File: src/hdl/sha_pkg.sv
// SHA-256 constants, the initial-hash function and the shared word type.
package sha_pkg;

    localparam int WordW    = 32;
    localparam int WinDepth = 16;
    localparam int WinAw    = 4;
    localparam int WinRdN   = 4;
    localparam int HashN    = 8;
    localparam int HashAw   = 3;

    typedef logic [WordW-1:0] t_word;

    function automatic t_word f_iv(input logic [HashAw-1:0] idx);
        t_word v;
        unique case (idx)
            3'd0: v = 32'h6A09E667;
            3'd1: v = 32'hBB67AE85;
            3'd2: v = 32'h3C6EF372;
            3'd3: v = 32'hA54FF53A;
            3'd4: v = 32'h510E527F;
            3'd5: v = 32'h9B05688C;
            3'd6: v = 32'h1F83D9AB;
            default: v = 32'h5BE0CD19;
        endcase
        return v;
    endfunction

    localparam t_word KTab [64] = '{
        32'h428a2f98, 32'h71374491, 32'hb5c0fbcf, 32'he9b5dba5,
        32'h3956c25b, 32'h59f111f1, 32'h923f82a4, 32'hab1c5ed5,
        32'hd807aa98, 32'h12835b01, 32'h243185be, 32'h550c7dc3,
        32'h72be5d74, 32'h80deb1fe, 32'h9bdc06a7, 32'hc19bf174,
        32'he49b69c1, 32'hefbe4786, 32'h0fc19dc6, 32'h240ca1cc,
        32'h2de92c6f, 32'h4a7484aa, 32'h5cb0a9dc, 32'h76f988da,
        32'h983e5152, 32'ha831c66d, 32'hb00327c8, 32'hbf597fc7,
        32'hc6e00bf3, 32'hd5a79147, 32'h06ca6351, 32'h14292967,
        32'h27b70a85, 32'h2e1b2138, 32'h4d2c6dfc, 32'h53380d13,
        32'h650a7354, 32'h766a0abb, 32'h81c2c92e, 32'h92722c85,
        32'ha2bfe8a1, 32'ha81a664b, 32'hc24b8b70, 32'hc76c51a3,
        32'hd192e819, 32'hd6990624, 32'hf40e3585, 32'h106aa070,
        32'h19a4c116, 32'h1e376c08, 32'h2748774c, 32'h34b0bcb5,
        32'h391c0cb3, 32'h4ed8aa4a, 32'h5b9cca4f, 32'h682e6ff3,
        32'h748f82ee, 32'h78a5636f, 32'h84c87814, 32'h8cc70208,
        32'h90befffa, 32'ha4506ceb, 32'hbef9a3f7, 32'hc67178f2
    };

endpackage

File: src/hdl/sha_ram.sv
// Generic single-port-write, single-port-read RAM with registered read.
module sha_ram #(
    parameter int Width = 32,
    parameter int Depth = 16
) (
    input  logic                     i_clk,
    input  logic                     i_we,
    input  logic [$clog2(Depth)-1:0] i_waddr,
    input  logic [Width-1:0]         i_wdata,
    input  logic [$clog2(Depth)-1:0] i_raddr,
    output logic [Width-1:0]         o_rdata
);
    logic [Width-1:0] r_mem [Depth];

    always_ff @(posedge i_clk) begin
        if (i_we) begin
            r_mem[i_waddr] <= i_wdata;
        end
        o_rdata <= r_mem[i_raddr];
    end
endmodule

File: src/hdl/sha_round.sv
// One SHA-256 compression round on the working variables.
module sha_round
    import sha_pkg::*;
(
    input  t_word i_wv [HashN],
    input  t_word i_kw,
    output t_word o_wv [HashN]
);
    t_word a, e, s0, s1, ch, maj, t1, t2;

    always_comb begin
        a   = i_wv[0];
        e   = i_wv[4];
        s1  = {e[5:0], e[31:6]} ^ {e[10:0], e[31:11]} ^ {e[24:0], e[31:25]};
        ch  = (e & i_wv[5]) ^ (~e & i_wv[6]);
        s0  = {a[1:0], a[31:2]} ^ {a[12:0], a[31:13]} ^ {a[21:0], a[31:22]};
        maj = (a & i_wv[1]) ^ (a & i_wv[2]) ^ (i_wv[1] & i_wv[2]);
        t1  = i_wv[7] + s1 + ch + i_kw;
        t2  = s0 + maj;
        o_wv[7] = i_wv[6];
        o_wv[6] = i_wv[5];
        o_wv[5] = i_wv[4];
        o_wv[4] = i_wv[3] + t1;
        o_wv[3] = i_wv[2];
        o_wv[2] = i_wv[1];
        o_wv[1] = i_wv[0];
        o_wv[0] = t1 + t2;
    end
endmodule

File: src/hdl/sha256_message_digest_core.sv
// SHA-256 streaming core: padding, schedule RAM, round sequencer, digest out.
//
// Input beats on s_axis: tdata[31:0] message word (first byte in [31:24]),
// tdata[34:32] valid byte count; tlast marks the final word. A short count
// only matters on the last word. Padding and the 64-bit length are added
// internally, with an extra block where the tail leaves no room.
// Output beats on m_axis: tdata[31:0] digest word, tdata[34:32] index
// (0 is most significant); tlast on the eighth word.
// Words are taken one a cycle while a block fills; each full block then
// takes one load, 64 rounds at one a cycle and one hash update, and no
// words are taken until these are done.
// Padding words are written one a cycle. The schedule window sits in four
// mirrored 16-entry RAMs (common write port, one registered read each) so
// that a round can fetch all four schedule taps; addresses run one round
// ahead. The digest is offered once the last block has been hashed; the
// eight beats leave one a cycle and a stalled receiver holds the core in
// that state with input closed.
// Reset returns the core to the initial hash and an empty message; input is
// not accepted while reset is held.
module sha256_message_digest_core
    import sha_pkg::*;
(
    input  logic        i_clk,
    input  logic        i_rst_n,
    input  logic        s_axis_tvalid,
    output logic        s_axis_tready,
    input  logic [39:0] s_axis_tdata,  // [31:0] data_word, [34:32] byte_count
    input  logic        s_axis_tlast,  // last_word
    output logic        m_axis_tvalid,
    input  logic        m_axis_tready,
    output logic [39:0] m_axis_tdata,  // [31:0] digest_word, [34:32] digest_index
    output logic        m_axis_tlast   // digest_last
);
    typedef enum logic [2:0] {
        ST_FILL, ST_PAD, ST_INIT, ST_ROUND, ST_UPD, ST_OUT
    } t_state;

    t_state            r_state;
    logic [WinAw-1:0]  r_pos;
    logic [63:0]       r_bits;
    logic              r_padding;
    logic              r_need80;
    logic              r_lenok;
    logic              r_final;
    logic [5:0]        r_rnd;
    logic [HashAw-1:0] r_oidx;
    t_word             r_hash [HashN];
    t_word             r_wv   [HashN];
    t_word             wv_next [HashN];

    // Schedule window RAMs: identical contents, one read tap each
    logic             we;
    logic [WinAw-1:0] waddr;
    t_word            wdata;
    logic [5:0]       rnd_rd;
    logic [WinAw-1:0] raddr [WinRdN];
    t_word            rdata [WinRdN];

    for (genvar g = 0; g < WinRdN; g++) begin : g_win
        sha_ram #(.Width(WordW), .Depth(WinDepth)) u_win (
            .i_clk(i_clk), .i_we(we), .i_waddr(waddr), .i_wdata(wdata),
            .i_raddr(raddr[g]), .o_rdata(rdata[g])
        );
    end

    logic [2:0] bc;
    t_word      in_word, pad_word, mask, w_cur, s0w, s1w, x2, x15, kw;
    logic       acc;

    assign acc = s_axis_tvalid && s_axis_tready;
    assign s_axis_tready = i_rst_n && (r_state == ST_FILL);
    assign bc = (s_axis_tdata[34:32] > 3'd4 || !s_axis_tlast) ? 3'd4
                : s_axis_tdata[34:32];

    always_comb begin
        unique case (bc)
            3'd0: mask = 32'h0;
            3'd1: mask = 32'hFF000000;
            3'd2: mask = 32'hFFFF0000;
            3'd3: mask = 32'hFFFFFF00;
            default: mask = 32'hFFFFFFFF;
        endcase
        in_word = s_axis_tdata[31:0] & mask;
        unique case (bc)
            3'd0: in_word = in_word | 32'h80000000;
            3'd1: in_word = in_word | 32'h00800000;
            3'd2: in_word = in_word | 32'h00008000;
            3'd3: in_word = in_word | 32'h00000080;
            default: ;
        endcase
        // length words only go into a block that still has room for them
        if (r_need80) begin
            pad_word = 32'h80000000;
        end else if (r_lenok && r_pos == 4'd14) begin
            pad_word = r_bits[63:32];
        end else if (r_lenok && r_pos == 4'd15) begin
            pad_word = r_bits[31:0];
        end else begin
            pad_word = '0;
        end
    end

    // Read addresses for the next round: w[r], w[r-2], w[r-7], w[r-15]
    always_comb begin
        rnd_rd   = (r_state == ST_ROUND) ? r_rnd + 6'd1 : 6'd0;
        raddr[0] = rnd_rd[3:0];
        raddr[1] = WinAw'(rnd_rd - 6'd2);
        raddr[2] = WinAw'(rnd_rd - 6'd7);
        raddr[3] = WinAw'(rnd_rd - 6'd15);
    end

    // Round word: first 16 from the window, then expanded in place
    always_comb begin
        x2  = rdata[1];
        x15 = rdata[3];
        s1w = {x2[16:0], x2[31:17]} ^ {x2[18:0], x2[31:19]} ^ (x2 >> 10);
        s0w = {x15[6:0], x15[31:7]} ^ {x15[17:0], x15[31:18]} ^ (x15 >> 3);
        if (r_rnd < 6'd16) begin
            w_cur = rdata[0];
        end else begin
            w_cur = s1w + rdata[2] + s0w + rdata[0];
        end
        kw = KTab[r_rnd] + w_cur;
    end

    sha_round u_round (.i_wv(r_wv), .i_kw(kw), .o_wv(wv_next));

    always_comb begin
        we    = 1'b0;
        waddr = r_pos;
        wdata = in_word;
        if (r_state == ST_FILL && acc) begin
            we = 1'b1;
        end else if (r_state == ST_PAD) begin
            we    = 1'b1;
            wdata = pad_word;
        end else if (r_state == ST_ROUND && r_rnd >= 6'd16) begin
            we    = 1'b1;
            waddr = r_rnd[3:0];
            wdata = w_cur;
        end
    end

    always_ff @(posedge i_clk) begin
        if (!i_rst_n) begin
            r_state   <= ST_FILL;
            r_pos     <= '0;
            r_bits    <= '0;
            r_padding <= 1'b0;
            r_need80  <= 1'b0;
            r_lenok   <= 1'b0;
            r_final   <= 1'b0;
            r_rnd     <= '0;
            r_oidx    <= '0;
            for (int k = 0; k < HashN; k++) begin
                r_hash[k] <= f_iv(HashAw'(k));
                r_wv[k]   <= '0;
            end
        end else begin
            unique case (r_state)
                ST_FILL: begin
                    if (acc) begin
                        r_pos      <= r_pos + 1'b1;
                        r_bits     <= r_bits + 64'({bc, 3'b000});
                        if (s_axis_tlast) begin
                            r_padding <= 1'b1;
                            r_need80  <= (bc == 3'd4);
                            r_lenok   <= (bc != 3'd4) && (r_pos <= 4'd13);
                        end
                        if (r_pos == 4'd15) begin
                            r_state <= ST_INIT;
                        end else if (s_axis_tlast) begin
                            r_state <= ST_PAD;
                        end
                    end
                end
                ST_PAD: begin
                    r_pos      <= r_pos + 1'b1;
                    r_need80   <= 1'b0;
                    if (r_need80) begin
                        r_lenok <= (r_pos <= 4'd13);
                    end
                    if (r_pos == 4'd15) begin
                        r_final <= r_lenok;
                        r_state <= ST_INIT;
                    end
                end
                ST_INIT: begin
                    r_wv    <= r_hash;
                    r_rnd   <= '0;
                    r_state <= ST_ROUND;
                end
                ST_ROUND: begin
                    r_wv  <= wv_next;
                    r_rnd <= r_rnd + 1'b1;
                    if (r_rnd == 6'd63) begin
                        r_state <= ST_UPD;
                    end
                end
                ST_UPD: begin
                    for (int k = 0; k < HashN; k++) begin
                        r_hash[k] <= r_hash[k] + r_wv[k];
                    end
                    if (r_final) begin
                        r_state <= ST_OUT;
                        r_oidx  <= '0;
                    end else if (r_padding) begin
                        r_lenok <= 1'b1;
                        r_state <= ST_PAD;
                    end else begin
                        r_state <= ST_FILL;
                    end
                end
                ST_OUT: begin
                    if (m_axis_tready) begin
                        r_oidx <= r_oidx + 1'b1;
                        if (r_oidx == 3'd7) begin
                            r_state   <= ST_FILL;
                            r_bits    <= '0;
                            r_pos     <= '0;
                            r_padding <= 1'b0;
                            r_final   <= 1'b0;
                            for (int k = 0; k < HashN; k++) begin
                                r_hash[k] <= f_iv(HashAw'(k));
                            end
                        end
                    end
                end
                default: r_state <= ST_FILL;
            endcase
        end
    end

    assign m_axis_tvalid = (r_state == ST_OUT);
    assign m_axis_tdata  = {5'd0, r_oidx, r_hash[r_oidx]};
    assign m_axis_tlast  = (r_oidx == 3'd7);

    a_out_ready_idle: assert property (@(posedge i_clk) disable iff (!i_rst_n)
        m_axis_tvalid |-> !s_axis_tready)
        else $error("input accepted during digest output");
    a_round_span: assert property (@(posedge i_clk) disable iff (!i_rst_n)
        (r_state == ST_ROUND && r_rnd == 6'd63) |=> r_state == ST_UPD)
        else $error("round sequence did not end in update");
    a_final_pos: assert property (@(posedge i_clk) disable iff (!i_rst_n)
        (r_state == ST_OUT) |-> r_pos == 4'd0)
        else $error("window position not aligned at digest");
    a_last_clears: assert property (@(posedge i_clk) disable iff (!i_rst_n)
        (m_axis_tvalid && m_axis_tready && m_axis_tlast) |=> r_bits == 64'd0)
        else $error("bit count not cleared after digest");
endmodule
File: config.mk
export PLATFORM = sky130hd
export DESIGN_NAME = sha256_message_digest_core
export DESIGN_NICKNAME = d
export VERILOG_FILES = /design/src/hdl/sha_pkg.sv /design/src/hdl/sha_ram.sv /design/src/hdl/sha_round.sv /design/src/hdl/sha256_message_digest_core.sv
export SDC_FILE = /design/constraint.sdc
export NUM_CORES = 2
export LEC_CHECK = 0
export BUFFER_PORTS_ARGS = -buffer_cell sky130_fd_sc_hd__buf_2
export CAP_MARGIN = 20
export CORE_MARGIN = 5
export CORE_UTILIZATION = 40
export DETAILED_ROUTE_END_ITERATION = 10
export HOLD_SLACK_MARGIN = 0.1
export PLACE_DENSITY = 0.58
export SYNTH_ARGS = -nofsm -noshare
export SYNTH_HDL_FRONTEND = slang
export SYNTH_SLANG_ARGS = --single-unit
export TNS_END_PERCENT = 10
File: constraint.sdc
create_clock -name i_clk -period 19.4 [get_ports i_clk]
set_clock_uncertainty 0.15 [all_clocks]
set_input_delay 2.91 -clock i_clk [delete_from_list [all_inputs] [get_ports i_clk]]
set_output_delay 2.91 -clock i_clk [all_outputs]
set_load 0.02 [all_outputs]
==> metrics.txt <==
core area 213000 um^2; post-synthesis adder-cell area fraction 10.8%; post-DR wirelength/cell 26.3 um; GRT Util Overall 27.8%; Vias/cell 6.06; Die H 473 um; fraction of layout cells with a size suffix above 1 8.76%; Yosys reg bits 1233; Die Width 473 um; largest family of logic cells by synthesized area compound AO/OA/AOI/OAI gates; synthesis-to-layout area growth 9.51%; Max-Cap Viols 0; FMAX 80.3 MHz; Final Hold Fails 0; total global routing overflow 0; cts bufs inserted 151; PD cells 85.0 nW/um^2; CTS root buffer clkbuf_16; first-pass GRT wire length 470 mm; Finished Core Util 44.1%; hpwl dp 223 mm; P_int 5.29 mW; overall power 7.97 mW; Initial DRC Count 6937; gr busiest metal met2; Worst setup SP type flop; most frequent cells in the layout 1462 x nand2_1, 713 x dfxtp_1, 702 x nor2_1; met2 usage 46.4%; status complete, no violations; final net count 9914; CTS tree built; CP dominant cell by count fa_1; P_leak 37.0 nW; HP Class flop to flop; CTS resizes 0; Post-CTS Setup Inserts 0; # placed instances 11917; Max clock buf depth 3; I/O pins 88; post-synthesis cell count 9512; synthesized area 85700 um^2; Port-buffer cells 77; Skew-Pair Late Insertion Delay 0.85 ns; CTS sink cnt 1233; maximum vdd drop 0.0986 mV; net switching power 2.69 mW; die area 224000 um^2; CP endpoint kind flop; sequential fraction of the synthesis area 34.8%; Synth Area in Simple Gates 16.2%; Slew Limit Fails 0; post-synthesis mux area share 10.4%; Tmin final 12.46 ns; Crit Path Class flop to flop; first-pass iteration count of the detailed router 7; Critical Path RT 19.99 ns; Max-slew headroom 22.9%; H-tree depth 4; Initial Util 40.3%; Final Instance Area 93800 um^2; pin count of the biggest net entering global routing 200; sequential power share 35.9%; Tightest Pin Transition 1.16 ns; hold path cells 2; asr flop ratio synth 0%; Post-synth EDFFs 512; M3 GR Usage 4.64%; Post-Syn Area per Cell 9.01 um^2; GPL Wtd Cong 0.969; Sw Ratio 33.7%; cell count of the worst reg-to-reg path 43; Std-Cell Rows 169; Comb pwr share 27.5%; post-synthesis compound-gate area fraction 17.2%; clock share of power 36.6%; Final Setup Violations 0; Final ANT Viol Nets 0; Clk pin slew, worst setup/hold paths 0.06 ns; Final Cycle Share 64.2%; Post-Place Cell Area 88700 um^2; Post-synth top flop dfxtp_1; final worst slack 6.94 ns; xor/xnor share of the synthesized area 6.21%; most common cell after layout, fill and taps aside nand2_1; worst-path maximum fanout 5; Synth Warn # 0; GRT met1 Usage 34.3%; Setup WS pre-CTS 7.14 ns; via count 74001; DRC violations left 0; Setup TNS 0 ns; Worst EP arrival 13.05 ns; Yosys cell types 89; final wirelength 320 mm; vias in the first global route 71981; RSZ-0062 raised after global routing false; hold slack final 0.332 ns; CP max stage delay 0.66 ns; antenna violations before repair 11; Non-Filler Instances 12205; Hold Buf Count CTS 0; Worst path slowest cell a2111oi_0
worst paths after layout:
| kind | startpoint | end | slack, ns |
|---|---|---|---|
| hold / removal | r_final | r_final | 0.33 |
| setup / recovery | g_win[3].u_win.o_rdata[8] | r_wv[255] | 6.94 |
| hold reg to reg | r_final | r_final | 0.33 |
| setup reg to reg | g_win[3].u_win.o_rdata[8] | r_wv[255] | 6.94 |
layout make-up:
class	instances	area (um^2)
sequential	1233	29800
clock buffer	202	4230
inverter	348	1330
clock inverter	76	862
tap	2821	3530
fill	20394	119000
antenna	7	17.5
timing repair buffer	230	1620
multi-input combinational	7288	52400
layer usage:
layer | wire length [um] | up-vias
li1 | - | 33863
met1 | 127000 | 36331
met2 | 150000 | 3086
met3 | 22900 | 717
met4 | 19900 | 4
met5 | 37 | -
registers in the layout, summed over array words and instances (netlist names):
register / flops
g_win.u_win.r_mem: 512
r_hash: 256
r_wv: 256
g_win.u_win.o_rdata: 128
r_bits: 61
r_rnd: 6
r_pos: 4
r_oidx: 3
r_state: 3
r_final: 1
r_lenok: 1
r_need80: 1
r_padding: 1
power groups by stage:
stage	registers (mW)	clock network [mW]	logic, mW
after detailed placement	2.91	0	2.15
after floorplan	2.87	0	1.56
after global routing	2.86	3.08	2.40
after CTS	2.86	2.96	2.16
final	2.86	2.92	2.20
after global placement	2.91	0	2.13
cell families (layout without fill, tap and decap cells):
group / Yosys count / in the layout
and+or+nand+nor: 3193 / 3193
muxes: 638 / 638
xor gates and xnor gates: 608 / 608
AOI/OAI and AO/OA: 2222 / 2222
DFF: 1233 / 1233
other: 1 / 12
buffers and inverters: 995 / 856
adders and majority gates: 622 / 622
cells in the mapped netlist (184+ instances only):
library cell,count,area (um^2)
nand2_1,1469,5510
nor2_1,728,2730
dfxtp_1,721,14400
clkbuf_1,577,2170
a21oi_1,545,2730
edfxtp_1,512,15400
ha_1,419,5240
xnor2_1,413,3620
o21ai_0,398,1990
nand3_1,394,1970
mux2i_1,380,3800
inv_1,344,1290
a211oi_1,267,2000
a311oi_1,204,1790
fa_1,198,3960
mux4_2,197,4440
xor2_1,195,1710
a21o_1,184,1380
critical path, delay by kind of cell, from the launching register on:
family / cells / cell delay [ns]
compound gates: 19 / 5.09
xor+xnor: 4 / 0.73
fa+ha+maj: 9 / 3.77
buf+inv: 3 / 0.21
flops: 1 / 0.55
simple gates: 8 / 1.85
Note: power is estimated with default switching activity, not from simulation.
